$ cat config.mk
export PLATFORM = sky130hd
export DESIGN_NAME = lnr_divsqrt
export DESIGN_NICKNAME = d
export VERILOG_FILES = /design/src/rtl/lnr_pkg.sv /design/src/rtl/lnr_divsqrt.sv
export SDC_FILE = /design/constraint.sdc
export NUM_CORES = 1
export LEC_CHECK = 0
export BUFFER_PORTS_ARGS = -buffer_cell sky130_fd_sc_hd__buf_2
export CAP_MARGIN = 0
export CORE_MARGIN = 5
export CORE_UTILIZATION = 40
export DETAILED_ROUTE_END_ITERATION = 6
export PLACE_DENSITY = 0.69
export SLEW_MARGIN = 40
export SYNTH_ARGS = -nofsm -noshare
export SYNTH_HDL_FRONTEND = slang
export SYNTH_SLANG_ARGS = --single-unit
$ cat constraint.sdc
create_clock -name clk_i -period 12.2 [get_ports clk_i]
set_input_delay 1.83 -clock clk_i [delete_from_list [all_inputs] [get_ports clk_i]]
set_output_delay 1.83 -clock clk_i [all_outputs]
set_load 0.01 [all_outputs]
$ cat src/rtl/lnr_pkg.sv
package lnr_pkg;

  localparam int unsigned XW = 16;
  localparam int unsigned RSTDW = 24;
  localparam logic [RSTDW-1:0] RSTD_SAT = 24'hFFFFFF;
  localparam logic signed [XW-1:0] GAMMA_ONE = 16'sd256;

  localparam logic [1:0] REG_ROW_LEN = 2'd0;
  localparam logic [1:0] REG_EPS = 2'd1;
  localparam logic [1:0] REG_USE_GAMMA = 2'd2;
  localparam logic [1:0] REG_USE_BETA = 2'd3;

  typedef struct packed {
    logic signed [15:0] x;
    logic signed [15:0] gamma;
    logic signed [15:0] beta;
  } lnr_in_t;

  typedef struct packed {
    logic signed [15:0] y;
    logic signed [15:0] row_mean;
    logic [23:0] row_rstd;
    logic last;
  } lnr_out_t;

  typedef enum logic [3:0] {
    ST_LOAD,
    ST_MEAN,
    ST_VAR_RD,
    ST_VAR_ACC,
    ST_VDIV,
    ST_RDIV,
    ST_SQRT,
    ST_OUT_RD,
    ST_OUT_MUL1,
    ST_OUT_MUL2,
    ST_OUT_EMIT
  } lnr_state_e;

endpackage

$ cat src/rtl/lnr_divsqrt.sv
module lnr_divsqrt
  import lnr_pkg::*;
(
  input  logic        clk_i,
  input  logic        rst_ni,
  input  logic        start_i,
  input  logic        sqrt_i,
  input  logic [48:0] num_i,
  input  logic [32:0] den_i,
  output logic        done_o,
  output logic [48:0] quo_o,
  output logic [32:0] rem_o
);

  logic        busy_q, busy_d;
  logic        done_q, done_d;
  logic [5:0]  cnt_q, cnt_d;
  logic        sqrt_q, sqrt_d;
  logic [49:0] num_q, num_d;
  logic [32:0] den_q, den_d;
  logic [49:0] rem_q, rem_d;
  logic [48:0] quo_q, quo_d;
  logic [49:0] trial;
  logic [49:0] rem_sh;
  logic [5:0]  last_cnt;

  assign last_cnt = sqrt_q ? 6'd25 : 6'd49;

  always_comb begin
    busy_d = busy_q;
    cnt_d  = cnt_q;
    sqrt_d = sqrt_q;
    num_d  = num_q;
    den_d  = den_q;
    rem_d  = rem_q;
    quo_d  = quo_q;
    done_d = 1'b0;
    rem_sh = '0;
    trial  = '0;
    if (start_i) begin
      busy_d = 1'b1;
      cnt_d  = '0;
      sqrt_d = sqrt_i;
      num_d  = {1'b0, num_i};
      den_d  = den_i;
      rem_d  = '0;
      quo_d  = '0;
    end else if (busy_q) begin
      if (sqrt_q) begin
        rem_sh = {rem_q[47:0], num_q[49:48]};
        trial  = {quo_q[47:0], 2'b01} ;
        num_d  = {num_q[47:0], 2'b00};
      end else begin
        rem_sh = {rem_q[48:0], num_q[48]};
        trial  = {17'd0, den_q};
        num_d  = {num_q[48:0], 1'b0};
      end
      if (rem_sh >= trial) begin
        rem_d = rem_sh - trial;
        quo_d = {quo_q[47:0], 1'b1};
      end else begin
        rem_d = rem_sh;
        quo_d = {quo_q[47:0], 1'b0};
      end
      cnt_d = cnt_q + 6'd1;
      if (cnt_q == last_cnt - 6'd1) begin
        busy_d = 1'b0;
        done_d = 1'b1;
      end
    end
  end

  always_ff @(posedge clk_i or negedge rst_ni) begin
    if (!rst_ni) begin
      busy_q <= 1'b0;
      done_q <= 1'b0;
      cnt_q  <= '0;
      sqrt_q <= 1'b0;
    end else begin
      busy_q <= busy_d;
      done_q <= done_d;
      cnt_q  <= cnt_d;
      sqrt_q <= sqrt_d;
    end
  end

  always_ff @(posedge clk_i) begin
    num_q <= num_d;
    den_q <= den_d;
    rem_q <= rem_d;
    quo_q <= quo_d;
  end

  assign done_o = done_q;
  assign quo_o  = quo_q;
  assign rem_o  = rem_q[32:0];

endmodule

# Yosys cells after proc, flatten, opt, wreduce, memory -nomap -nowiden
# Index checks and enable logic that the tools add are counted.
# word_totals
regBits,190
latchBits,0
ramBits,0
romBits,0
in_bits,86
output_inout_bits,83
wordCells,35
memories,0
# op_classes
n_addsub,3
mul,0
n_div,0
magnitude_cmp,1
eq_ne,1
shifts,0
mux,20
bitwise,0
n_reduce_logical,1
# op_table
op,n
2-to-1 mux 50 bit,7
2-to-1 mux 49 bit,3
greater-or-equal comparator 50 bit,1
subtractor 49 bit,1
2-to-1 mux 6 bit,3
2-to-1 mux 1 bit,7
"adder 6 x 1 -> 6 bit, second input constant",1
equality test 6 bit,1
"subtractor 6 x 1 -> 6 bit, second input constant",1
nonzero test 2 bit,1

# Longest topological paths before layout
# logic_depth
word_depth,6
ltp_mapped,20
mapped_depth_nobuf,13

# Worst setup path after synthesis
# Ideal clock, no wire load.
# synth_path
kind,reg2reg
start,register sqrt_q
end,register rem_q[18]
setup_time_ns,0.122
t_arrival_ns,4.161
required_ns,12.078
slack_ns,7.917
path_stages_with_launch,17
path_buffers,4
period_less_slack_ns,4.283
path_cell_list,dfrtp_1 -> clkbuf_1 -> buf_1 -> clkbuf_1 -> buf_1 -> mux2i_1 -> ha_1 -> a21o_1 -> a21oi_1 -> nor2_1 -> or3_1 -> or2_1 -> a31o_1 -> a21o_1 -> mux2i_1 -> nor3_1 -> a311o_1
# synth_via
elab_chain_cells,5
word_cells_on_any_way,9
classes_between,1 x add/sub; 1 x order compare; 7 x mux
# synth_rtl
item,line,text
from (decl),lnr_divsqrt.sv:18,"logic sqrt_q, sqrt_d;"
from (signal assigned),lnr_divsqrt.sv:83,sqrt_q <= sqrt_d;
2-to-1 mux 50 bit,lnr_divsqrt.sv:49,if (sqrt_q) begin
2-to-1 mux 50 bit,lnr_divsqrt.sv:48,end else if (busy_q) begin
2-to-1 mux 50 bit,lnr_divsqrt.sv:40,if (start_i) begin
subtractor 49 bit or greater-or-equal comparator 50 bit (tied branches),"lnr_divsqrt.sv:59, lnr_divsqrt.sv:58",
2-to-1 mux 49 bit *,lnr_divsqrt.sv:58,if (rem_sh >= trial) begin
to (signal assigned),lnr_divsqrt.sv:90,rem_q <= rem_d;
to (decl),lnr_divsqrt.sv:21,"logic [49:0] rem_q, rem_d;"
# Every way passes the cells marked *; elsewhere a longest branch is shown, timed or not. The select of a mux whose other input is x is not followed.
# A chain may end at the register's enable or synchronous reset.

# Final worst setup path
# Ends and elaborated chain as after synthesis.

==> flow_summary_export.csv <==
group,metric,value,unit
synth,yosysSeqAreaShare,0.3938,
sta,slew_headroom,0.4627,
synth,synth_xor_xnor_area_share,0.03176,
synth,ys_warn_count,0,
global_routing,antenna_found_initial,2,
global_routing,grt_overflow,0,
run_status,status,"finished, final reports clean",
drt,top_layer,"met5",
sta,fin_crit_sh,0.4358,
drt,drc,0,
sta,period_minus_slack,5.317,ns
sta,slew_viol_final,0,
run,max-cap-violations,0,
clock_network,clock_latency,0.46,ns
final_layout,drive_above_1_share,0.2009,
global_routing,grt_pass1_vias,9152,
synth,syn-instance-count,1261,
synth,synth_ff_type,"dfxtp_1",
sta,tightest_slew,0.8060,ns
final_layout,syn_to_final_growth,12.00,%
synth,synth-simple-area-share,0.1267,
pwr,clockPowerShare,0.184,
clock_network,htree_levels,4,
synth,synth_top_area_frac,0.2077,
clock_network,ctsHoldBuffers,0,
drt,wl_met3,1658,um
drt,wl_per_cell,16.78,um
drt,antenna_left,0,
pwr,switching_share,0.4284,
floorplan,fp.dieW,182.2,um
worst_hold_path,hp-class,"reg2reg",
drt,initialDrtViolationCount,561,
synth,synthDistinctLibCells,69,
clock_network,clock-root-buffer,"clkbuf_16",
sta,setup_tns,0,ns
synth,synth_edf_count,82,
pwr,p_per_area,232.3,mW/mm2
sta,finClkSkew,0.02451,ns
setup_path,r2r-end,"rem_q[18]$_SDFFE_PP0P_",
synth,synth.area.top_cells,"edfxtp_1 (21%), dfxtp_1 (17%), mux2i_1 (13%)",
setup_path,worstPathRequired,12.59,ns
synth,synth_compound_area_frac,0.1531,
setup_path,arrival,5.71,ns
clock_network,post_cts.repair.setup_buffers,0,
setup_path,end_kind,"flip-flop",
sta,timing.fmax,0.1881,GHz
setup_path,critPathLaunch,"sqrt_q$_DFFE_PN0P_",
setup_path,r2r_slack,6.88,ns
drt,wl_met2,13690,um
synth,synthMuxAreaShare,0.1798,
clock_network,cts_resized,0,
synth,synth_adder_area_share,0.05656,
synth,synthTopCellsByCount,"mux2i_1 (159), nor2_1 (132), nand2_1 (122)",
sta,hold_viol_final,0,
drt,m1WireLength,13600,um
global_routing,grt_pass1_wl,47620,um
pwr,irDropWorstVdd,0.0001832,V
pwr,p_sw,0.001321,W
synth,syn-cell-area,0.01186,mm2
pwr,p_seq_frac,0.275,
global_routing,grtUsageTotal,0.1745,
synth,syn-num-nets,1400,
clock_network,clock_sinks,190,
pwr,power_leakage,6.223,nW
clock_network,clkTransAtPathRegs,0.08,ns
drt,via_per_inst,5.363,
setup_path,crit_path_end,"rem_q[18]$_SDFFE_PP0P_",
drt,wirelength,29360,um
setup_path,cp-start-kind,"flip-flop",
place,port_buffers,168,
clock_network,cts_tree,"yes",
final_layout,final_util,0.4505,
global_routing,grt_max_degree,100,
setup_path,path_class,"reg2reg",
setup_path,ff2ff_path_depth,14,
drt,via_count,9386,
synth,post-synth-top-count-cell,"mux2i_1",
pwr,combPwrFrac,0.541,
setup_path,worstReg2RegStart,"sqrt_q$_DFFE_PN0P_",
final_layout,fin_nets,1485,
worst_hold_path,hold_start,"rem_q[34]$_SDFFE_PP0P_",
floorplan,num_rows,63,
floorplan,design.core.area,0.02948,mm2
pwr,power,0.003085,W
place,dp_hpwl,21390,um
floorplan,die_y,182.2,um
clock_network,cts_buffer_depth,2,
floorplan,initial_utilization,0.4022,
synth,ys_ff_latch,190,
floorplan,die_area,0.03319,mm2
floorplan,io_pins,169,
setup_path,crit_path_max_fanout,67,
sta,grt_setup_unrepaired,"false",
synth,postSynth.asyncResetShare,0.04737,
synth,synth_top_family_by_area,"multiplexers",
synth,synth_top_area_cell,"edfxtp_1",
pwr,p_int,0.001763,W
drt,dr.pass1.iters,5,
clock_network,numCtsBuffers,17,
sta,setup_viol,0,
place,gp_congestion,0.9176,
synth,syn_avg_cell_area,9.403,um2
[state kept, by name, summed over array words and instances (netlist names)]
signal,count
num_q,50
quo_o,49
rem_q,49
den_q,33
cnt_q,6
busy_q,1
done_o,1
sqrt_q,1
[power groups by stage]
stage	registers (W)	logic, W	clock network (W)
floorplan	0.000828	0.00138	0
global placement	0.000861	0.00163	0
detailed placement	0.000862	0.00165	0
CTS	0.000849	0.00166	0.000585
global route	0.000863	0.00185	0.000608
finish	0.000848	0.00167	0.000569
[how the worst min path moves through the flow]
stage,end,slack (ns),cells past startpoint
finish,rem_q[34]$_SDFFE_PP0P_,0.49,2
detailed placement,rem_q[34]$_SDFFE_PP0P_,0.48,2
floorplan,rem_q[34]$_SDFFE_PP0P_,0.46,2
global placement,quo_o[48]$_SDFFE_PP0P_,0.48,2
global route,rem_q[34]$_SDFFE_PP0P_,0.51,2
CTS,rem_q[34]$_SDFFE_PP0P_,0.50,2
[kinds of logic after synthesis]
| logic type | Yosys count |
|---|---|
| compound gates | 286 |
| xor+xnor | 43 |
| fa+ha+maj | 53 |
| buf+inv | 136 |
| flops | 190 |
| mux | 207 |
| simple gates | 346 |
[layer usage]
metal / global-route usage / vias to the layer above
met5: 0 / -
met4: 0.04503 / 4
met3: 0.04624 / 31
met2: 0.2833 / 233
met1: 0.2322 / 4421
li1: - / 4697
[area by class of cell]
type	count	area (um2)
diodes	1	2.502
inverters	28	107.6
clock inverters	14	167.7
repair buffers	174	907.1
clock buffers	18	429.2
fillers	2845	16200
multi-input cells	935	6501
well taps	390	488.0
flip-flops and latches	190	4677
[critical path, cell delays in order (launching register included)]
cell	delay, ns
dfrtp_4	0.78
buf_6	0.55
mux2_2	0.42
ha_1	0.35
nor2b_1	0.16
o21ai_1	0.09
a21boi_0	0.34
o21ba_2	0.24
o21ai_2	0.10
a211oi_1	0.26
a21o_2	0.58
buf_4	0.52
nand2_1	0.37
nor3_1	0.27
a311o_1	0.14
[cells in the final DEF, fill, tap and decap left out, types with 15 or more instances in the layout]
| cell type | n |
|---|---|
| ha_1 | 52 |
| mux2_2 | 47 |
| nand3_1 | 15 |
| mux2i_1 | 159 |
| a21o_1 | 23 |
| nand4_1 | 19 |
| o21ai_0 | 85 |
| xor2_1 | 19 |
| a21oi_1 | 64 |
| a211oi_1 | 30 |
| edfxtp_1 | 82 |
| xnor2_1 | 24 |
| nor2_1 | 131 |
| dfxtp_1 | 99 |
| nand2_1 | 122 |
| buf_2 | 167 |
| clkbuf_16 | 17 |
| inv_1 | 26 |
[metrics by stage]
stage | hold WS [ns] | setup slack (ns) | instance area (um2) | cells
3_3_place_gp | 0.4762 | 6.795 | 12660 | 1717
6_report | 0.4930 | 6.883 | 13280 | 1750
3_5_place_dp | 0.4803 | 6.646 | 12680 | 1717
2_1_floorplan | 0.4600 | 7.917 | 11860 | 1261
5_1_grt | 0.5139 | 6.437 | 13280 | 1749
4_1_cts | 0.4973 | 6.565 | 13270 | 1749
(Power assumes the default switching activity.)
