<file path="src/rtl/lnr_ram.sv">
module lnr_ram #(
  parameter int unsigned Width = 16,
  parameter int unsigned Depth = 64
) (
  input  logic                     clk_i,
  input  logic                     we_i,
  input  logic [$clog2(Depth)-1:0] waddr_i,
  input  logic [Width-1:0]         wdata_i,
  input  logic [$clog2(Depth)-1:0] raddr_i,
  output logic [Width-1:0]         rdata_o
);

  logic [Width-1:0] mem_q [Depth];

  always_ff @(posedge clk_i) begin
    if (we_i) begin
      mem_q[waddr_i] <= wdata_i;
    end
    rdata_o <= mem_q[raddr_i];
  end

endmodule

</file>
<file path="config.mk">
export PLATFORM = sky130hd
export DESIGN_NAME = lnr_ram
export DESIGN_NICKNAME = d
export VERILOG_FILES = /design/src/rtl/lnr_ram.sv
export SDC_FILE = /design/constraint.sdc
export NUM_CORES = 1
export LEC_CHECK = 0
export CORE_MARGIN = 1.5
export CORE_UTILIZATION = 30
export DETAILED_ROUTE_END_ITERATION = 7
export DONT_BUFFER_PORTS = 1
export PLACE_DENSITY = 0.44
export RECOVER_POWER = 50
export SLEW_MARGIN = 30
export SYNTH_ARGS = -nofsm -noshare
export SYNTH_HDL_FRONTEND = slang
export SYNTH_SLANG_ARGS = --single-unit
</file>
<file path="constraint.sdc">
create_clock -name clk_i -period 4.4 [get_ports clk_i]
set_input_delay 0.88 -clock clk_i [delete_from_list [all_inputs] [get_ports clk_i]]
set_output_delay 0.88 -clock clk_i [all_outputs]
set_load 0.05 [all_outputs]
</file>
# After elaboration in Yosys (flattened, before gate mapping)

Memory sizes are Yosys's and may differ from the RTL's. A register that Yosys moved wholly into a read port is not among the register bits.
Index checks and enable logic that the tools add are counted.

Bits in registers: 0
Memory bits (writable): 1024
Input bits: 30
Memories kept: 1

Memory list:

| memory | depth | width | read ports | clocked after memory_dff | write ports | RTL line | source |
|---|---|---|---|---|---|---|---|
| mem_q  | 64    | 16    | 1          | 1                        | 1           | 13       | `logic [Width-1:0] mem_q [Depth];` |

Muxes and demuxes: 2

Operators with widths:

| cell             | number |
|---|---|
| 2-to-1 mux 1 bit | 2 |

# Longest topological paths before layout

Gate-level depths: netlist of the first run.

Depth in word-level cells: 2
Mapped depth: 10
Gate-level depth less buffers: 5

# Worst setup path after synthesis of the first run

Ideal clock, no wire load.

Kind: input to register
Start: input port waddr_i[3]
End: memory mem_q[48][0] (enable)
Library setup time: 0.409 ns
Arrival: 2.506 ns
Data required time: 3.991 ns
Slack: 1.485 ns
Cell stages on the path: 4
Path buffers: 1
Cells stage by stage: clkbuf_1 -> nor2b_1 -> nand4b_1 -> nor3_1

RTL lines:

| element            | RTL line | source |
|---|---|---|
| start: declaration | 7        | `input logic [$clog2(Depth)-1:0] waddr_i,` |
| end: declaration   | 13       |  |

No word-level cell before the write port.

==> summary.txt, run 1 <==
Status
  • Outcome: finished with violations
  • Failing checks: capacitance limit, slew limit

Critical path
  • Critical Path RT: 4910 ps
  • Crit-path cells: nor2b_1, a221oi_1, a221oi_1, a311oi_1
  • Arr. time, crit path: 3550 ps
  • Critical path type: primary input to flip-flop
  • CP top delay family: compound AO/OA/AOI/OAI gates
  • R2r worst-path depth: 5
  • Critical path startpoint category: primary input
  • Crit-path max cell delay: 990 ps
  • CP max stage cell: nor2b_1
  • Crit. End Element: flip-flop
  • Crit path max fanout: 260
  • CP Buf/Inv Count: 0
  • Worst path depth: 4
  • Worst path most repeated cell: a221oi_1

Timing
  • Worst slew margin: -0.00858
  • Post-layout minimum cycle time: 3040 ps
  • Actual slew at the worst max-slew pin: 1510 ps
  • Final hold vios: 0
  • F_max: 329 MHz
  • RSZ-0062 raised after global routing: no
  • Setup TNS Final: 0 ps
  • Slew Limit Fails: 17
  • Hold_ws: 267 ps
  • Setup violators final: 0
  • Max Clock Skew: 31.4 ps
  • Period utilization: 0.691

Final layout
  • Area grow syn2layout: 14.8%
  • Fin nets: 1946
  • Antenna Cells: 0
  • Fin cells: 3764
  • Final Util: 0.348
  • Layout cells sized above 1: 0.251

Global routing
  • Largest net degree at the start of global routing: 261
  • GRT overflow: 0
  • GRT Overall Usage: 0.160
  • Vias in the first global route: 19500
  • Initial antenna violation count: 5
  • First-pass GRT wire length: 154000 um

Drt
  • Post-detailed-route DRC marker count: 0
  • WL/cell: 28.9 um
  • Via density: 4.98
  • DR vias: 18700
  • Post-route ant nets: 0
  • Drt total wl: 109000 um
  • DRT Pass-1 Iters: 5
  • 1st-iter DRT viols: 1773

Synth
  • Ys Warns: 0
  • Main synth FF type: edfxtp_1
  • Post-synth ARST share: 0
  • Post-Syn Instances: 1829
  • Post-Syn Nets: 1859
  • Post-synthesis sequential area ratio: 0.776
  • Mean Syn Cell Area: 21.9 um2
  • Synth Cell Area: 40000 um2
  • Post-synth EDFFs: 1024
  • Yosys reg bits: 1040
  • Distinct cells, synth: 43

Clocking
  • CTS tree: yes
  • Cts repair resizes: 0
  • Cts hold-fix bufs: 0
  • Root Driver: clkbuf_16
  • CTS Buf Count: 113
  • Setup bufs post-CTS: 0
  • Insertion delay to the later sink of the worst-skew pair: 710 ps
  • Clk sinks: 1040
  • Clk pin slew, worst setup/hold paths: 60 ps
  • Clock Tree Buf Depth: 3
  • H-tree Lvls: 3

Pwr
  • Cell Pwr Density: 466 nW/um2
  • Leak pwr: 0.0142 uW
  • VDD IR max: 295 uV

Placement
  • Gpl congestion: 0.792
  • Dpl cells: 3556
  • Number of port buffers: 0
  • Dpl hpwl: 61300 um

Die
  • Top Ports: 46
  • Num rows: 133
  • Core area: 132000 um2
  • Die X: 368 um
  • Die area: 136000 um2
  • Starting Density: 0.303
  • Die Height: 368 um

Flow run
  • Max-Cap Viols: 1

Hold path
  • Worst Hold Class: primary input to flip-flop
  • Hold path depth: 0
routing by layer:
layer,up-vias,GRT usage,share of wire
met5,-,0,0
met4,0,0.0441,0.024
li1,7872,-,-
met3,154,0.0336,0.061
met2,524,0.251,0.47
met1,10200,0.226,0.45
sequential cells by signal (all words and copies together), names as in the netlist:
signal	flops
mem_q	1024
rdata_o	16
per-stage QoR:
step	area [um2]	setup WS [ps]	power (uW)
after floorplan	40000	1490	11800
after CTS	46000	1840	21600
after detailed placement	42100	1070	11900
after global placement	42100	1110	11900
after global routing	46000	1440	22000
final	46000	1360	21400
final cells by class:
type,count,area (um2)
clock buffer,154,3110
clock inverter,54,716
fill,12200,86000
multi-input combinational,685,8290
sequential,1040,31100
tap,1755,2200
timing repair buffer,76,583
worst reg2reg max path, delay by kind of cell (launching register included):
family,cells,cell delay (ps)
compound gates,3,1020
flops,1,350
mux,2,810
path summary, 6_finish.rpt:
check                                  start            to  slack, ps
worst max-delay path              raddr_i[0]    rdata_o[4]       1360
worst min-delay path              wdata_i[7]  mem_q[55][7]        270
worst max register to register  mem_q[7][11]   rdata_o[11]       2040
worst min register to register  mem_q[11][8]    rdata_o[8]        870
synth_stat cells, drive strengths merged, types with 12 or more instances:
cell,instances,share of area
nor2,74,0.0071
mux2,27,0.0076
a221oi,16,0.0035
clkbuf,27,0.0027
a22oi,39,0.0073
buf,77,0.016
mux2i,85,0.021
nand3,24,0.0030
edfxtp,1024,0.77
nor2b,30,0.0047
a21oi,17,0.0021
dfxtp,16,0.0080
nand4,12,0.0019
mux4,224,0.13
nand2,60,0.0058
placed cells by master, fill, tap and decap left out, drive strengths merged, types with 2 or more instances in the layout:
| master | instances |
|---|---|
| a211o | 8 |
| a211oi | 8 |
| a21oi | 17 |
| a221o | 6 |
| a221oi | 16 |
| a22o | 6 |
| a22oi | 39 |
| a311oi | 8 |
| a31oi | 8 |
| a41oi | 5 |
| and2 | 2 |
| and4 | 5 |
| buf | 74 |
| bufinv | 14 |
| clkbuf | 156 |
| clkinv | 32 |
| clkinvlp | 4 |
| dfxtp | 16 |
| edfxtp | 1024 |
| inv | 4 |
| mux2 | 27 |
| mux2i | 85 |
| mux4 | 224 |
| nand2 | 60 |
| nand2b | 3 |
| nand3 | 24 |
| nand3b | 2 |
| nand4 | 12 |
| nor2 | 74 |
| nor2b | 30 |
| nor3 | 2 |
| nor4 | 3 |
| o21ai | 8 |
report_power, final:
part,internal [uW],switching [uW]
combinational,315,299
clock,5780,3910
sequential,11000,134
total,17100,4340
logic make-up (layout without fill, tap and decap cells):
group           after synthesis  in the layout  synth area share
mux                         336            336             0.155
compound gates              129            129            0.0241
buf+inv                     104            284            0.0183
flops                      1040           1040             0.776
simple gates                220            220            0.0265
(Power assumes the default switching activity.)
==> run 2: changes to the inputs <==
Clock period 4.4 ns to 3.18 ns, I/O delays scaled along.
==> run 2 against run 1 <==
  * First-iteration DRC count shrank 3.2%
  * Wire length shrank 0.35%
  * Global-route usage down 0.095 points
  * The flow now finishes without violations
  * Sequential power rose by 39%
  * Core utilization rose by 0.073 points
  * Clock power up 32%
  * Flip-flop and latch count unchanged
  * Total power up 36%
  * Register-to-register slack worse by 1000 ps
  * Final area up 0.21%
==> summary.txt, run 2 (same netlist as run 1, synthesis figures left out) <==
Clocking
  • Cts hold-fix bufs: 0 (unchanged)
  • CTS tree: yes
  • Root Driver: clkbuf_16
  • H-tree Lvls: 3 (unchanged)
  • Setup bufs post-CTS: 0 (unchanged)
  • Clk sinks: 1040 (unchanged)
  • Clock Tree Buf Depth: 3 (unchanged)
  • Cts repair resizes: 0 (unchanged)
  • CTS Buf Count: 109 (-3.5%)
  • Clk pin slew, worst setup/hold paths: 60 ps (about the same)
  • Insertion delay to the later sink of the worst-skew pair: 690 ps (-20 ps)

Critical path
  • Crit path max fanout: 260 (unchanged)
  • Critical Path RT: 3700 ps (-1210 ps)
  • CP Buf/Inv Count: 0 (unchanged)
  • Crit-path max cell delay: 740 ps (-250 ps)
  • Crit-path cells: mux4_2, nor2b_1, a211o_1, a31oi_1, a311oi_1
  • Critical path type: primary input to flip-flop
  • CP max stage cell: mux4_2
  • Worst path depth: 5 (+1)
  • Crit. End Element: flip-flop
  • Critical path startpoint category: primary input
  • CP top delay family: compound AO/OA/AOI/OAI gates
  • Arr. time, crit path: 2920 ps (-630 ps)
  • R2r worst-path depth: 5 (unchanged)

Die
  • Num rows: 133 (unchanged)
  • Die X: 368 um (unchanged)
  • Die area: 136000 um2 (unchanged)
  • Starting Density: 0.303 (unchanged)
  • Top Ports: 46 (unchanged)
  • Core area: 132000 um2 (unchanged)
  • Die Height: 368 um (unchanged)

Global routing
  • Met3 Use GR: 0.0336 (unchanged)
  • First-pass GRT wire length: 153000 um (-0.79%)
  • Vias in the first global route: 19500 (+0.25%)
  • Most Crowded Layer GR: met2
  • Initial antenna violation count: 6 (+1)
  • Largest net degree at the start of global routing: 261 (unchanged)
  • GRT overflow: 0 (unchanged)
  • Met1 usage: 0.222 (-0.00382)
  • Met2 GRT Util: 0.255 (+0.00455)
  • GRT Overall Usage: 0.159 (-0.000945)

Placement
  • Dpl cells: 3598 (+1.2%)
  • Dpl hpwl: 60900 um (-0.68%)
  • Gpl congestion: 0.761 (-4.0%)
  • Number of port buffers: 0 (unchanged)
  • DP Area: 42500 um2 (+0.76%)

Final layout
  • Fin nets: 1984 (+2.0%)
  • Layout cells sized above 1: 0.258 (+0.00706)
  • Final Util: 0.349 (+0.000730)
  • Fin cells: 3805 (+1.1%)
  • Biggest register: mem_q
  • Max reg flops: 1024 (unchanged)
  • Post-route cell area: 46100 um2 (+0.21%)
  • Commonest cells after routing, fill and taps aside: 1024 x edfxtp_1, 220 x mux4_2, 113 x clkbuf_16
  • Commonest non-fill, non-tap cell in the layout: edfxtp_1
  • Biggest registers after layout: mem_q x1024, rdata_o x16
  • Fillers: 12100 (-0.64%)
  • Area grow syn2layout: 15.0%

Timing
  • F_max: 417 MHz
  • Max Clock Skew: 19.3 ps (-12.1 ps)
  • Slew Limit Fails: 0 (-17)
  • Final hold vios: 0 (unchanged)
  • Setup violators final: 0 (unchanged)
  • Period utilization: 0.754
  • RSZ-0062 raised after global routing: no
  • Worst slew margin: 0.320 (+0.329)
  • Actual slew at the worst max-slew pin: 1020 ps (-493 ps)
  • Setup TNS Final: 0 ps (unchanged)
  • Post-layout minimum cycle time: 2400 ps

Drt
  • DR vias: 18800 (+0.50%)
  • WL/cell: 28.5 um (-1.4%)
  • Via density: 4.95 (-0.59%)
  • Post-route ant nets: 0 (unchanged)
  • Drt total wl: 108000 um (-0.35%)
  • Post-detailed-route DRC marker count: 0 (unchanged)
  • DRT Pass-1 Iters: 6 (+1)
  • 1st-iter DRT viols: 1716 (-3.2%)

Pwr
  • VDD IR max: 486 uV (+65%)
  • Total power: 29000 uW (+36%)
  • Cell Pwr Density: 630 nW/um2 (+35%)
  • Leak pwr: 0.0143 uW (+0.74%)

Hold path
  • Hold path depth: 0 (unchanged)
  • Worst Hold Class: primary input to flip-flop

Flow run
  • Max-Cap Viols: 0 (-1)

Status
  • Outcome: complete, no violations
-- run 2: cell count changes in the layout (fill, tap and decap cells not counted), sizes merged --
| cell | change |
|---|---|
| bufinv | -1 |
| buf | +40 |
| inv | -3 |
| diode | +3 |
| clkinv | +15 |
| clkinvlp | +3 |
| clkbuf | -16 |
-- run 2: report_power, final --
part           total [uW]  internal (uW)  switching, uW  leakage (uW)
sequential          15400          15200            184       0.00935
clock               12800           7600           5230       0.00176
combinational         855            453            402       0.00321
-- run 2: metrics by stage --
step	hold WS, ps	setup slack, ps
6_report	46.5	782
5_1_grt	15.8	906
2_1_floorplan	735	509
3_3_place_gp	742	386
3_5_place_dp	745	487
4_1_cts	7.92	883
-- run 2: worst reg2reg max path, delay by kind of cell (launching register included) --
kind / cells / cell delay (ps)
AO/OA/AOI/OAI: 3 / 1000
flip-flops: 1 / 350
multiplexers: 1 / 480
AND/OR/NAND/NOR: 1 / 150
-- run 2: routing by layer --
| metal | up-vias | share of wire |
|---|---|---|
| li1 | 7947 | - |
| met1 | 10300 | 0.45 |
| met2 | 449 | 0.47 |
| met3 | 134 | 0.058 |
| met4 | 2 | 0.019 |
| met5 | - | 0.00011 |
-- run 2: final cells by class --
class | instances | area [um2] | area share
tap | 1755 | 2200 | 0.0477
timing repair buffer | 118 | 933 | 0.0203
antenna | 3 | 7.51 | 0.000163
sequential | 1040 | 31100 | 0.675
clock inverter | 68 | 654 | 0.0142
clock buffer | 136 | 2950 | 0.0641
multi-input combinational | 685 | 8250 | 0.179
-- run 2: worst paths after layout --
kind	start	to	slack, ps
worst min register to register	mem_q[40][3]	rdata_o[3]	880
worst max-delay path	raddr_i[0]	rdata_o[11]	780
worst min-delay path	wdata_i[0]	mem_q[37][0]	50
worst max register to register	mem_q[11][11]	rdata_o[11]	1040
